===== src/hw/rtl/stsel_pkg.sv =====
// ----------------------------------------------------------------------------
// stsel_pkg: shared types and constants of the sticky target selector
// Item, queue entry and result layouts, register indexes and mode codes.
// ----------------------------------------------------------------------------
package stsel_pkg;

  localparam int TIME_COUNTER_BITS_DEF = 16;
  localparam int QUEUE_AW_DEF          = 2;

  localparam int CFG_IDX_W  = 3;
  localparam int CFG_DATA_W = 32;
  localparam int TIMEOUT_W  = 16;
  localparam int DIST_W     = 31;

  // Configuration register indexes.
  localparam logic [CFG_IDX_W-1:0] CFG_FOLLOW_MODE  = 3'd0;
  localparam logic [CFG_IDX_W-1:0] CFG_CLASS_FILTER = 3'd1;
  localparam logic [CFG_IDX_W-1:0] CFG_POLICY       = 3'd2;
  localparam logic [CFG_IDX_W-1:0] CFG_TIMEOUT      = 3'd3;
  localparam logic [CFG_IDX_W-1:0] CFG_REQ_ID       = 3'd4;

  // Follow modes.
  localparam logic [1:0] FOLLOW_BEST  = 2'd0;
  localparam logic [1:0] FOLLOW_ID    = 2'd1;

  // Selection policies; any other code ranks by confidence.
  localparam logic [1:0] POL_NEAREST  = 2'd1;
  localparam logic [1:0] POL_LARGEST  = 2'd2;

  typedef struct packed {
    logic               mode;
    logic               has_track;
    logic               last_of_frame;
    logic [31:0]        trk_id;
    logic [7:0]         obj_class;
    logic [15:0]        confidence;
    logic signed [15:0] center_x;
    logic signed [15:0] center_y;
    logic [15:0]        size_ratio;
  } in_item_t;

  typedef struct packed {
    logic               target_found;
    logic               from_timer;
    logic [31:0]        target_track_id;
    logic [7:0]         target_class;
    logic [15:0]        target_confidence;
    logic signed [15:0] target_center_x;
    logic signed [15:0] target_center_y;
    logic [15:0]        target_size;
  } result_t;

  typedef struct packed {
    logic [31:0]        trk_id;
    logic [7:0]         obj_class;
    logic [15:0]        confidence;
    logic signed [15:0] center_x;
    logic signed [15:0] center_y;
    logic [15:0]        size_ratio;
  } track_rec_t;

  // Classified item as it travels from the front to the back.
  typedef struct packed {
    logic                is_tick;
    logic                has_track;
    logic                last;
    track_rec_t          rec;
    logic [DIST_W-1:0]   sq_dist;
  } mid_item_t;

endpackage


===== src/hw/rtl/stsel_fifo.sv =====
// ----------------------------------------------------------------------------
// stsel_fifo: small synchronous queue
// Register-array queue with full and empty flags and a show-ahead read port.
// ----------------------------------------------------------------------------
module stsel_fifo #(
  parameter int WIDTH = 8,
  parameter int AW    = 2
) (
  input  logic             clk,
  input  logic             rst_n,
  input  logic             push,
  input  logic [WIDTH-1:0] wdata,
  output logic             full,
  input  logic             pop,
  output logic [WIDTH-1:0] rdata,
  output logic             empty
);

  localparam int DEPTH = 2 ** AW;

  logic [WIDTH-1:0] mem [DEPTH];
  logic [AW-1:0]    wptr_r, wptr_nxt;
  logic [AW-1:0]    rptr_r, rptr_nxt;
  logic [AW:0]      cnt_r, cnt_nxt;
  logic             do_push, do_pop;

  assign full    = (cnt_r == (AW+1)'(DEPTH));
  assign empty   = (cnt_r == '0);
  assign do_push = push && !full;
  assign do_pop  = pop && !empty;
  assign rdata   = mem[rptr_r];

  always_comb begin
    wptr_nxt = do_push ? wptr_r + 1'b1 : wptr_r;
    rptr_nxt = do_pop ? rptr_r + 1'b1 : rptr_r;
    cnt_nxt  = cnt_r;
    if (do_push && !do_pop) begin
      cnt_nxt = cnt_r + 1'b1;
    end else if (do_pop && !do_push) begin
      cnt_nxt = cnt_r - 1'b1;
    end
  end

  always_ff @(posedge clk) begin
    if (!rst_n) begin
      wptr_r <= '0;
      rptr_r <= '0;
      cnt_r  <= '0;
    end else begin
      wptr_r <= wptr_nxt;
      rptr_r <= rptr_nxt;
      cnt_r  <= cnt_nxt;
    end
  end

  always_ff @(posedge clk) begin
    if (do_push) begin
      mem[wptr_r] <= wdata;
    end
  end

endmodule


===== src/hw/rtl/stsel_front.sv =====
// ----------------------------------------------------------------------------
// stsel_front: input stage of the sticky target selector
// Captures items, squares the centre offsets and hands classified entries
// with their saturated distance to the queue.
// ----------------------------------------------------------------------------
module stsel_front (
  input  logic                 clk,
  input  logic                 rst_n,
  input  logic                 in_push,
  input  stsel_pkg::in_item_t  in_data,
  output logic                 in_full,
  output logic                 mid_push,
  output stsel_pkg::mid_item_t mid_data,
  input  logic                 mid_full
);

  stsel_pkg::in_item_t s1_item_r;
  logic                s1_vld_r, s1_vld_nxt;
  logic [30:0]         sq_x_r, sq_y_r;
  logic signed [31:0]  prod_x, prod_y;
  logic [31:0]         dist_sum;
  logic                accept;

  assign in_full  = s1_vld_r && mid_full;
  assign accept   = in_push && !in_full;
  assign mid_push = s1_vld_r && !mid_full;

  assign prod_x = in_data.center_x * in_data.center_x;
  assign prod_y = in_data.center_y * in_data.center_y;

  // Each square is at most 2^30, so the sum needs 32 bits before saturation.
  assign dist_sum = {1'b0, sq_x_r} + {1'b0, sq_y_r};

  always_comb begin
    s1_vld_nxt = accept || (s1_vld_r && mid_full);

    mid_data.is_tick           = s1_item_r.mode;
    mid_data.has_track         = s1_item_r.has_track;
    mid_data.last              = s1_item_r.last_of_frame;
    mid_data.rec.trk_id        = s1_item_r.trk_id;
    mid_data.rec.obj_class     = s1_item_r.obj_class;
    mid_data.rec.confidence    = s1_item_r.confidence;
    mid_data.rec.center_x      = s1_item_r.center_x;
    mid_data.rec.center_y      = s1_item_r.center_y;
    mid_data.rec.size_ratio    = s1_item_r.size_ratio;
    mid_data.sq_dist           = dist_sum[31] ? {stsel_pkg::DIST_W{1'b1}}
                                              : dist_sum[stsel_pkg::DIST_W-1:0];
  end

  always_ff @(posedge clk) begin
    if (!rst_n) begin
      s1_vld_r <= 1'b0;
    end else begin
      s1_vld_r <= s1_vld_nxt;
    end
  end

  always_ff @(posedge clk) begin
    if (accept) begin
      s1_item_r <= in_data;
      sq_x_r    <= prod_x[30:0];
      sq_y_r    <= prod_y[30:0];
    end
  end

endmodule


===== src/hw/rtl/stsel_back.sv =====
// ----------------------------------------------------------------------------
// stsel_back: decision stage of the sticky target selector
// Holds configuration, lock, running match and best, and the tick counters; it retires
// one queued entry per cycle unless out_full or cfg_we stalls it, and produces at most one result.
// ----------------------------------------------------------------------------
module stsel_back #(
  parameter int TIME_COUNTER_BITS = stsel_pkg::TIME_COUNTER_BITS_DEF
) (
  input  logic                                clk,
  input  logic                                rst_n,
  input  logic                                cfg_we,
  input  logic [stsel_pkg::CFG_IDX_W-1:0]     cfg_index,
  input  logic [stsel_pkg::CFG_DATA_W-1:0]    cfg_wdata,
  input  logic                                mid_empty,
  input  stsel_pkg::mid_item_t                mid_data,
  output logic                                mid_pop,
  input  logic                                out_full,
  output logic                                res_push,
  output stsel_pkg::result_t                  res_data
);

  localparam int TCB = TIME_COUNTER_BITS;
  localparam int CW  = (TCB > stsel_pkg::TIMEOUT_W) ? TCB : stsel_pkg::TIMEOUT_W;

  logic [1:0]                        follow_mode_r, follow_mode_nxt;
  logic [7:0]                        class_filter_r, class_filter_nxt;
  logic [1:0]                        policy_r, policy_nxt;
  logic [stsel_pkg::TIMEOUT_W-1:0]   timeout_r, timeout_nxt;
  logic [31:0]                       req_id_r, req_id_nxt;
  logic [31:0]                       lock_r, lock_nxt;

  stsel_pkg::track_rec_t             held0_r, held0_nxt, held1_r, held1_nxt;
  logic                              hv0_r, hv0_nxt, hv1_r, hv1_nxt;
  logic [stsel_pkg::DIST_W-1:0]      best_dist_r, best_dist_nxt;
  logic [TCB-1:0]                    tst_r, tst_nxt, tsf_r, tsf_nxt;
  logic [TCB-1:0]                    tst_inc, tsf_inc;

  logic                              fire, res_vld, cand, match, better, cfg_hit;
  stsel_pkg::track_rec_t             rec;

  function automatic stsel_pkg::result_t found_result(stsel_pkg::track_rec_t r);
    stsel_pkg::result_t res;
    res.target_found      = 1'b1;
    res.from_timer        = 1'b0;
    res.target_track_id   = r.trk_id;
    res.target_class      = r.obj_class;
    res.target_confidence = r.confidence;
    res.target_center_x   = r.center_x;
    res.target_center_y   = r.center_y;
    res.target_size       = r.size_ratio;
    return res;
  endfunction

  // A register write takes the cycle, so no entry is retired alongside it.
  assign fire     = !mid_empty && !out_full && !cfg_we;
  assign mid_pop  = fire;
  assign res_push = fire && res_vld;
  assign rec      = mid_data.rec;

  assign tst_inc = (tst_r == {TCB{1'b1}}) ? tst_r : tst_r + 1'b1;
  assign tsf_inc = (tsf_r == {TCB{1'b1}}) ? tsf_r : tsf_r + 1'b1;

  assign cand  = mid_data.has_track && (rec.obj_class == class_filter_r) &&
                 (rec.trk_id != '0);
  assign match = mid_data.has_track &&
                 (((follow_mode_r == stsel_pkg::FOLLOW_BEST) && cand &&
                   (rec.trk_id == lock_r)) ||
                  ((follow_mode_r == stsel_pkg::FOLLOW_ID) && (rec.trk_id == lock_r)));

  always_comb begin
    if (!hv1_r) begin
      better = 1'b1;
    end else begin
      unique case (policy_r)
        stsel_pkg::POL_NEAREST: better = mid_data.sq_dist < best_dist_r;
        stsel_pkg::POL_LARGEST: better = rec.size_ratio > held1_r.size_ratio;
        default:                better = rec.confidence > held1_r.confidence;
      endcase
    end
  end

  always_comb begin
    follow_mode_nxt  = follow_mode_r;
    class_filter_nxt = class_filter_r;
    policy_nxt       = policy_r;
    timeout_nxt      = timeout_r;
    req_id_nxt       = req_id_r;
    lock_nxt         = lock_r;
    held0_nxt        = held0_r;
    held1_nxt        = held1_r;
    hv0_nxt          = hv0_r;
    hv1_nxt          = hv1_r;
    best_dist_nxt    = best_dist_r;
    tst_nxt          = tst_r;
    tsf_nxt          = tsf_r;
    res_vld          = 1'b0;
    res_data         = '0;
    cfg_hit          = 1'b1;

    if (cfg_we) begin
      unique case (cfg_index)
        stsel_pkg::CFG_FOLLOW_MODE:  follow_mode_nxt  = cfg_wdata[1:0];
        stsel_pkg::CFG_CLASS_FILTER: class_filter_nxt = cfg_wdata[7:0];
        stsel_pkg::CFG_POLICY:       policy_nxt       = cfg_wdata[1:0];
        stsel_pkg::CFG_TIMEOUT:      timeout_nxt      = cfg_wdata[stsel_pkg::TIMEOUT_W-1:0];
        stsel_pkg::CFG_REQ_ID:       req_id_nxt       = cfg_wdata[31:0];
        default:                     cfg_hit          = 1'b0;
      endcase
      if (cfg_hit) begin
        lock_nxt = (follow_mode_nxt == stsel_pkg::FOLLOW_ID) ? req_id_nxt : '0;
      end
    end else if (fire) begin
      if (mid_data.is_tick) begin
        tst_nxt = tst_inc;
        tsf_nxt = tsf_inc;
        if (CW'(tsf_inc) > CW'(timeout_r)) begin
          res_vld             = 1'b1;
          res_data.from_timer = 1'b1;
        end
      end else begin
        if (!hv0_r && match) begin
          held0_nxt = rec;
          hv0_nxt   = 1'b1;
        end
        if (cand && better) begin
          held1_nxt     = rec;
          hv1_nxt       = 1'b1;
          best_dist_nxt = mid_data.sq_dist;
        end
        if (mid_data.last) begin
          res_vld = 1'b1;
          tsf_nxt = '0;
          if ((follow_mode_r == stsel_pkg::FOLLOW_BEST ||
               follow_mode_r == stsel_pkg::FOLLOW_ID) && hv0_nxt) begin
            res_data = found_result(held0_nxt);
            tst_nxt  = '0;
          end else if (follow_mode_r == stsel_pkg::FOLLOW_BEST && hv1_nxt) begin
            res_data = found_result(held1_nxt);
            lock_nxt = held1_nxt.trk_id;
            tst_nxt  = '0;
          end else if (CW'(tst_r) > CW'(timeout_r)) begin
            lock_nxt = '0;
          end
          hv0_nxt       = 1'b0;
          hv1_nxt       = 1'b0;
          best_dist_nxt = '0;
        end
      end
    end
  end

  always_ff @(posedge clk) begin
    if (!rst_n) begin
      follow_mode_r  <= stsel_pkg::FOLLOW_BEST;
      class_filter_r <= '0;
      policy_r       <= '0;
      timeout_r      <= stsel_pkg::TIMEOUT_W'(20);
      req_id_r       <= '0;
      lock_r         <= '0;
      hv0_r          <= 1'b0;
      hv1_r          <= 1'b0;
      best_dist_r    <= '0;
      tst_r          <= {TCB{1'b1}};
      tsf_r          <= '0;
    end else begin
      follow_mode_r  <= follow_mode_nxt;
      class_filter_r <= class_filter_nxt;
      policy_r       <= policy_nxt;
      timeout_r      <= timeout_nxt;
      req_id_r       <= req_id_nxt;
      lock_r         <= lock_nxt;
      hv0_r          <= hv0_nxt;
      hv1_r          <= hv1_nxt;
      best_dist_r    <= best_dist_nxt;
      tst_r          <= tst_nxt;
      tsf_r          <= tsf_nxt;
    end
  end

  always_ff @(posedge clk) begin
    held0_r <= held0_nxt;
    held1_r <= held1_nxt;
  end

endmodule


===== src/hw/rtl/sticky_target_selector_top.sv =====
// ----------------------------------------------------------------------------
// sticky_target_selector_top: one-target selector with a sticky lock
// Streams track records frame by frame and timer ticks, and reports one
// target or lost per frame end, and lost on ticks after a frame timeout.
// ----------------------------------------------------------------------------
//
//   channel   ports                               direction  transaction on
//   input     in_push, in_full, in_data           in         in_push & !in_full
//   result    out_empty, out_pop, out_data        out        out_pop & !out_empty
//   config    cfg_we, cfg_index, cfg_wdata        in         cfg_we
//
// One item is accepted per cycle while in_full is low. An item waits in the
// front register (squaring the centre offsets) and then in the internal
// queue; the back stage retires it and writes its result into the output
// queue at the same edge. The back stage retires only while the output
// queue has room and no register write is under way, and in_full rises once
// the internal queue is full and the front register is occupied. Reset is
// synchronous; it empties both queues and restores the register defaults, a
// released lock and a saturated time-since-target counter.
//
module sticky_target_selector_top #(
  parameter int TIME_COUNTER_BITS = stsel_pkg::TIME_COUNTER_BITS_DEF,
  parameter int QUEUE_AW          = stsel_pkg::QUEUE_AW_DEF
) (
  input  logic                             clk,
  input  logic                             rst_n,
  input  logic                             in_push,
  input  stsel_pkg::in_item_t              in_data,
  output logic                             in_full,
  output logic                             out_empty,
  input  logic                             out_pop,
  output stsel_pkg::result_t               out_data,
  input  logic                             cfg_we,
  input  logic [stsel_pkg::CFG_IDX_W-1:0]  cfg_index,
  input  logic [stsel_pkg::CFG_DATA_W-1:0] cfg_wdata
);

  localparam int MID_W = $bits(stsel_pkg::mid_item_t);
  localparam int RES_W = $bits(stsel_pkg::result_t);

  // Front to queue.
  logic                 mid_push, mid_full, mid_pop, mid_empty;
  stsel_pkg::mid_item_t mid_wdata, mid_rdata;
  logic [MID_W-1:0]     mid_rbits;

  // Back to output queue.
  logic                 res_push, out_full_q;
  stsel_pkg::result_t   res_data;
  logic [RES_W-1:0]     out_bits;

  // The front captures each transaction and computes the squared distance
  // from the image centre, which is the only multiply in the block.
  stsel_front u_front (
    .clk      (clk),
    .rst_n    (rst_n),
    .in_push  (in_push),
    .in_data  (in_data),
    .in_full  (in_full),
    .mid_push (mid_push),
    .mid_data (mid_wdata),
    .mid_full (mid_full)
  );

  // Short queue that decouples the front from the back.
  stsel_fifo #(
    .WIDTH (MID_W),
    .AW    (QUEUE_AW)
  ) u_mid_q (
    .clk   (clk),
    .rst_n (rst_n),
    .push  (mid_push),
    .wdata (MID_W'(mid_wdata)),
    .full  (mid_full),
    .pop   (mid_pop),
    .rdata (mid_rbits),
    .empty (mid_empty)
  );

  assign mid_rdata = stsel_pkg::mid_item_t'(mid_rbits);

  // The back keeps all selection state; every decision about one entry is
  // made in the cycle it is retired, so the next entry sees updated state.
  stsel_back #(
    .TIME_COUNTER_BITS (TIME_COUNTER_BITS)
  ) u_back (
    .clk       (clk),
    .rst_n     (rst_n),
    .cfg_we    (cfg_we),
    .cfg_index (cfg_index),
    .cfg_wdata (cfg_wdata),
    .mid_empty (mid_empty),
    .mid_data  (mid_rdata),
    .mid_pop   (mid_pop),
    .out_full  (out_full_q),
    .res_push  (res_push),
    .res_data  (res_data)
  );

  // Output queue; results wait here while the consumer stalls.
  stsel_fifo #(
    .WIDTH (RES_W),
    .AW    (QUEUE_AW)
  ) u_out_q (
    .clk   (clk),
    .rst_n (rst_n),
    .push  (res_push),
    .wdata (RES_W'(res_data)),
    .full  (out_full_q),
    .pop   (out_pop),
    .rdata (out_bits),
    .empty (out_empty)
  );

  assign out_data = stsel_pkg::result_t'(out_bits);

  // A result is only produced while the output queue has room for it.
  a_no_res_overflow: assert property (@(posedge clk) disable iff (!rst_n)
    res_push |-> !out_full_q)
    else $error("result pushed into a full output queue");

  // The back never retires from an empty internal queue.
  a_no_mid_underflow: assert property (@(posedge clk) disable iff (!rst_n)
    mid_pop |-> !mid_empty)
    else $error("entry retired from an empty internal queue");

  // Timer results come from tick entries only, and frame results from records.
  a_timer_origin: assert property (@(posedge clk) disable iff (!rst_n)
    res_push |-> (res_data.from_timer == mid_rdata.is_tick))
    else $error("result origin does not match the retired entry");

  // A lost result carries an all-zero record.
  a_lost_is_zero: assert property (@(posedge clk) disable iff (!rst_n)
    (res_push && !res_data.target_found) |-> (res_data.target_track_id == '0))
    else $error("lost result with a nonzero track id");

endmodule


===== config.mk =====
export PLATFORM = sky130hd
export DESIGN_NAME = sticky_target_selector_top
export DESIGN_NICKNAME = d
export VERILOG_FILES = /design/src/hw/rtl/stsel_pkg.sv /design/src/hw/rtl/stsel_fifo.sv /design/src/hw/rtl/stsel_front.sv /design/src/hw/rtl/stsel_back.sv /design/src/hw/rtl/sticky_target_selector_top.sv
export SDC_FILE = /design/constraint.sdc
export NUM_CORES = 2
export LEC_CHECK = 0
export CAP_MARGIN = 20
export CORE_ASPECT_RATIO = 0.9
export CORE_MARGIN = 4
export CORE_UTILIZATION = 50
export CTS_CLUSTER_DIAMETER = 30
export DETAILED_ROUTE_END_ITERATION = 6
export DONT_BUFFER_PORTS = 1
export HOLD_SLACK_MARGIN = 0.06
export SYNTH_ARGS = -nofsm -noshare
export SYNTH_HDL_FRONTEND = slang
export SYNTH_HIERARCHICAL = 1
export SYNTH_SLANG_ARGS = --single-unit

===== constraint.sdc =====
create_clock -name clk -period 64.9 [get_ports clk]
set_input_delay 12.98 -clock clk [delete_from_list [all_inputs] [get_ports clk]]
set_output_delay 12.98 -clock clk [all_outputs]
set_load 0.03 [all_outputs]

==> results.txt <==
The number of clock buffers inserted by TritonCTS is 341. Setup slack on the worst reg-to-reg path comes out at 57.95 ns. The max-slew violation count came out at 0.

The number of distinct standard cells referenced by the synthesized netlist came out at 85. Traced cell by cell, the critical path runs through inv_1 -> nor2_1 -> fa_1 -> inv_1 -> fa_1 -> inv_1 -> fa_1 -> fa_1 -> fa_1 -> inv_1 -> fa_1 -> inv_1 -> ha_1 -> and3_2 -> a311o_1 -> a2111oi_4 -> nor3_2 -> o311ai_4 -> mux2i_1 -> nand2_1. Measured against the total synthesized area, the mux share comes to 0.1050. The layout overhead on the synthesized area is 16.52%. The largest individual stage delay along the critical path comes from the cell sky130_fd_sc_hd__fa_1.

The largest net degree at the start of global routing came out at 101. The count of hold buffers inserted by post-cts repair is 0. The longest clock path from root to sink contains 4 buffers. The source-to-sink clock delay at the later pin of the worst-skew pair came out at 0.90 ns. The number of vias in the routed layout came out at 44750. Setup total negative slack on the finished layout was measured at 0 ns. The I/O pin count came out at 255. The synthesized-area fraction occupied by ao, oa, aoi and oai cells is 0.05705. The fraction of layout instances using a drive strength above 1 is 0.1759.

The number of gates resized after cts is 0. The site row count came out at 138. The count of H-tree levels built during CTS came out at 5. The cell family contributing the most delay on the critical path is adder cells. On the worst path, the slowest cell contributes a delay of 0.80 ns. The final count of hold timing violations is 0. The XOR/XNOR share of the synthesized area came out at 0.01786. The number of I/O port buffers came out at 0. The buffering stage count on the worst path with inverters included came out at 5. The fraction of registers with async set or reset after synthesis came out at 0. After detailed routing, the number of remaining DRC violations is 0.

The worst-case IR drop observed on VDD is 0.1389 mV. The clock-pin slew on the worst setup and hold paths is 0.04 ns. CTS saw 1525 sinks. The critical path is of the input pin to flop type. Synthesis produced 5488 cells. The area enclosed by the die boundary is 166300 µm².

A synthesized cell averages 14.56 µm². In this run the static leakage power is 34.70 nW. The combinational cell fraction of total power is 0.429.

TritonCTS built the clock tree. The total grt overflow came out at 0. The final net count came out at 6557.

The starting DRC count in detailed routing came out at 2795. The finished layout holds 8015 standard cells, fillers aside. The detailed-placement wirelength estimate is 123900 µm. The flow ran to the end, and the final reports show no timing, DRC or antenna violations. The sum of internal, switching and leakage power came out at 5.317 mW.

The total setup violations reported at the end of the flow came out at 0. The arrival time of data at the critical path endpoint came out at 19.40 ns. In the routed layout, each cell is associated on average with a via count of 5.584. The most frequent cell on the critical path is sky130_fd_sc_hd__fa_1. By area, the combinational part of the netlist is dominated by adder cells. The part of the power in registers is 0.257. The final cell utilization of the core came out at 0.5894.

The kind of capture point of the worst setup path is a flop. The class of the tightest hold or removal check is flop to flop. The number of antenna violations at the first check in global routing is 41. The vertical die dimension is 387.3 µm. The achievable frequency is 53.10 MHz.

The weighted congestion reported at the end of routability-driven placement is 0.8552. The number of warning messages in the yosys log came out at 6. The adder and majority cell fraction of the synthesized area came out at 0.1626. Of the total power, the share spent switching nets is 0.3608. The clock arrives with 0.08811 ns of skew.

The netlist area before placement is 79910 µm². The internal power of the cells totals 3.399 mW. The share of total power dissipated in the clock network is 0.315. Dividing the detail-routed wire length by the instance count gives 23.09 µm.

The starting density of the core is 0.5058. The transition time at the pin with the least slew margin came out at 1.080 ns. The worst setup path is launched from an input pin. For this run, the register share of the synthesized area comes to 0.5510. The post-route fraction of the period consumed by the critical path came out at 0.2902. Of the total synthesized cell area, the portion taken by AND, OR, NAND and NOR gates is 0.05539. For the worst setup path, the data required time is 65.46 ns. The post-route minimum period is 18.83 ns.

The areal power density over the cells is 57.10 nW/µm². The post-CTS setup buffer count is 0. Summed over all nets, the switching power comes to 1.918 mW.

Setup repair after global routing left no endpoint under its margin. For this block, the routed nets add up to 185100 µm of wire. The final antenna-violating net count is 0. The floorplan core area came out at 158000 µm². The number of nets in the synthesized netlist is 6397. In this run the horizontal extent of the chip is 429.4 µm. Once placement completed, the tool counted placed cells totaling 7405. The first global-routing pass estimated 288300 µm of wire. Of all nets on the critical path, the largest fanout is 16. CTS placed an instance of sky130_fd_sc_hd__clkbuf_16 at the clock tree root.

The remaining max-slew budget at the tightest pin came out at 0.2723. The max-capacitance violation count came out at 0. The number of enable flip-flop cells after synthesis came out at 1349. The via count of the first global-routing pass came to 47730. The most used flip-flop cell after synthesis is sky130_fd_sc_hd__edfxtp_1. In this run, synthesis produced a sequential element count of 1525. The number of iterations in the first detailed-routing pass is 5. The overall fraction of global-route tracks in use is 0.2257.
-- metal layers --
| layer | vias to the layer above | global-route usage | share of wire |
|---|---|---|---|
| met5 | - | 0 | 0.00021 |
| met4 | 6 | 0.07622 | 0.030 |
| met3 | 373 | 0.03293 | 0.038 |
| met2 | 1023 | 0.3998 | 0.52 |
| met1 | 23140 | 0.2853 | 0.41 |
| li1 | 20210 | - | - |
-- kinds of logic (layout without fill, tap and decap cells) --
kind of cell	count (synthesis)	after routing
xor+xnor	163	163
fa+ha+maj	762	762
buf+inv	979	1397
compound gates	651	651
mux	507	507
flops	1525	1525
simple gates	901	901
other cells	0	9
-- cells in the mapped netlist (8+ instances only) --
cell type                  count  area share
sky130_fd_sc_hd__o21a_1       51      0.0048
sky130_fd_sc_hd__buf_12       11      0.0028
sky130_fd_sc_hd__o21bai_1     10     0.00094
sky130_fd_sc_hd__nand2b_1     17      0.0013
sky130_fd_sc_hd__nor4_1       14      0.0011
sky130_fd_sc_hd__or4_1         9     0.00085
sky130_fd_sc_hd__nor2_1      134      0.0063
sky130_fd_sc_hd__dfxtp_1     176       0.044
sky130_fd_sc_hd__buf_4        19      0.0018
sky130_fd_sc_hd__a21oi_1     154      0.0096
sky130_fd_sc_hd__xnor2_1     113       0.012
sky130_fd_sc_hd__o21ai_0      88      0.0055
sky130_fd_sc_hd__a211oi_1     16      0.0015
sky130_fd_sc_hd__ha_1        301       0.047
sky130_fd_sc_hd__buf_2        37      0.0023
sky130_fd_sc_hd__nand4_1      41      0.0032
sky130_fd_sc_hd__inv_1       744       0.035
sky130_fd_sc_hd__and4_1        8     0.00088
sky130_fd_sc_hd__nand3_1      81      0.0051
sky130_fd_sc_hd__nor3_1       42      0.0026
sky130_fd_sc_hd__nor3b_1       9     0.00085
sky130_fd_sc_hd__a31oi_1      44      0.0034
sky130_fd_sc_hd__and2_1      107      0.0084
sky130_fd_sc_hd__mux2_2      161       0.023
sky130_fd_sc_hd__o31ai_1       8     0.00075
sky130_fd_sc_hd__a22o_1      104       0.011
sky130_fd_sc_hd__mux4_2      244       0.069
sky130_fd_sc_hd__o21ai_1      22      0.0014
sky130_fd_sc_hd__buf_1        12     0.00056
sky130_fd_sc_hd__fa_1        461        0.12
sky130_fd_sc_hd__a21o_1       46      0.0043
sky130_fd_sc_hd__and3_1       16      0.0013
sky130_fd_sc_hd__a32o_1       31      0.0039
sky130_fd_sc_hd__nand3b_1     33      0.0031
sky130_fd_sc_hd__mux2i_1      52      0.0065
sky130_fd_sc_hd__edfxtp_1   1349        0.51
sky130_fd_sc_hd__nand2_1     336       0.016
sky130_fd_sc_hd__clkbuf_1    143      0.0067
sky130_fd_sc_hd__xor2_1       50      0.0055
sky130_fd_sc_hd__mux2_1       50      0.0070
sky130_fd_sc_hd__nor2b_1      28      0.0022
-- power by group through the flow --
stage	Clock, mW	Sequential, mW	Combinational, mW
final	1.67	1.36	2.28
after global routing	1.76	1.37	2.58
after CTS	1.70	1.37	2.32
after detailed placement	0	1.38	2.30
after global placement	0	1.38	2.29
after floorplan	0	1.39	1.79
-- worst paths after layout --
check / from / endpoint / cells past startpoint
worst max-delay path: in_data[47] / u_front/sq_x_r[29]$_DFFE_PP_ / 20
worst min-delay path: u_back/timeout_r[15]$_SDFFE_PN0P_ / u_back/timeout_r[15]$_SDFFE_PN0P_ / 2
worst max register to register: flop / u_out_q/mem[1][103]$_DFFE_PP_ / 13
worst min register to register: u_back/timeout_r[15]$_SDFFE_PN0P_ / u_back/timeout_r[15]$_SDFFE_PN0P_ / 2
-- worst reg2reg max path, cell delays in order (launching register included) --
cell                      delay (ns)
sky130_fd_sc_hd__dfxtp_4        0.67
sky130_fd_sc_hd__buf_12         0.60
sky130_fd_sc_hd__mux4_2         0.71
sky130_fd_sc_hd__ha_1           0.35
sky130_fd_sc_hd__nand4_1        0.29
sky130_fd_sc_hd__or4_1          0.67
sky130_fd_sc_hd__a21oi_1        0.21
sky130_fd_sc_hd__nor4b_1        0.09
sky130_fd_sc_hd__or4b_1         0.59
sky130_fd_sc_hd__a31oi_4        0.17
sky130_fd_sc_hd__buf_4          0.60
sky130_fd_sc_hd__buf_4          0.89
sky130_fd_sc_hd__mux2_2         0.49
sky130_fd_sc_hd__a22o_1         0.31
-- flip-flops by register name (all words and copies together) (netlist names), 3 cells and up, named ones only --
register	cells
u_back/timeout_r	16
u_front/sq_y_r	29
u_back/held1_r	104
u_out_q/cnt_r	3
u_back/tsf_r	16
u_back/class_filter_r	8
u_back/tst_r	16
u_back/req_id_r	32
u_back/best_dist_r	31
u_mid_q/mem	552
u_out_q/mem	424
u_mid_q/cnt_r	3
u_front/sq_x_r	29
u_back/held0_r	104
u_front/mid_data	107
u_back/lock_r	32
-- cells in the final DEF (no fill, tap or decap), types with 52 or more instances in the layout --
| master | instances |
|---|---|
| sky130_fd_sc_hd__xnor2_1 | 113 |
| sky130_fd_sc_hd__mux2i_1 | 52 |
| sky130_fd_sc_hd__ha_1 | 301 |
| sky130_fd_sc_hd__nor2_1 | 133 |
| sky130_fd_sc_hd__a21oi_1 | 154 |
| sky130_fd_sc_hd__fa_1 | 461 |
| sky130_fd_sc_hd__clkbuf_16 | 346 |
| sky130_fd_sc_hd__dfxtp_1 | 172 |
| sky130_fd_sc_hd__a22o_1 | 104 |
| sky130_fd_sc_hd__mux4_2 | 244 |
| sky130_fd_sc_hd__o21ai_0 | 88 |
| sky130_fd_sc_hd__nand3_1 | 81 |
| sky130_fd_sc_hd__and2_1 | 99 |
| sky130_fd_sc_hd__inv_1 | 744 |
| sky130_fd_sc_hd__edfxtp_1 | 1349 |
| sky130_fd_sc_hd__nand2_1 | 336 |
| sky130_fd_sc_hd__mux2_2 | 161 |
-- through the flow --
step / setup WS [ns] / hold WS, ns / instance area [µm²]
6_report: 46.07 / 0.4507 / 93120
5_1_grt: 45.73 / 0.4673 / 93100
4_1_cts: 46.10 / 0.4520 / 93090
3_5_place_dp: 45.22 / 0.4462 / 81760
3_3_place_gp: 45.31 / 0.4412 / 81760
2_1_floorplan: 24.28 / 0.4357 / 79910
-- cell type report --
type	instances	area (µm²)
clock inverter	217	2455
multi-input combinational	2984	31890
clock buffer	384	8881
antenna	9	22.52
tap	2100	2628
timing repair buffer	51	395.4
sequential	1525	44050
fill	12280	64870
inverter	745	2796
Note: power is estimated with default switching activity, not from simulation.
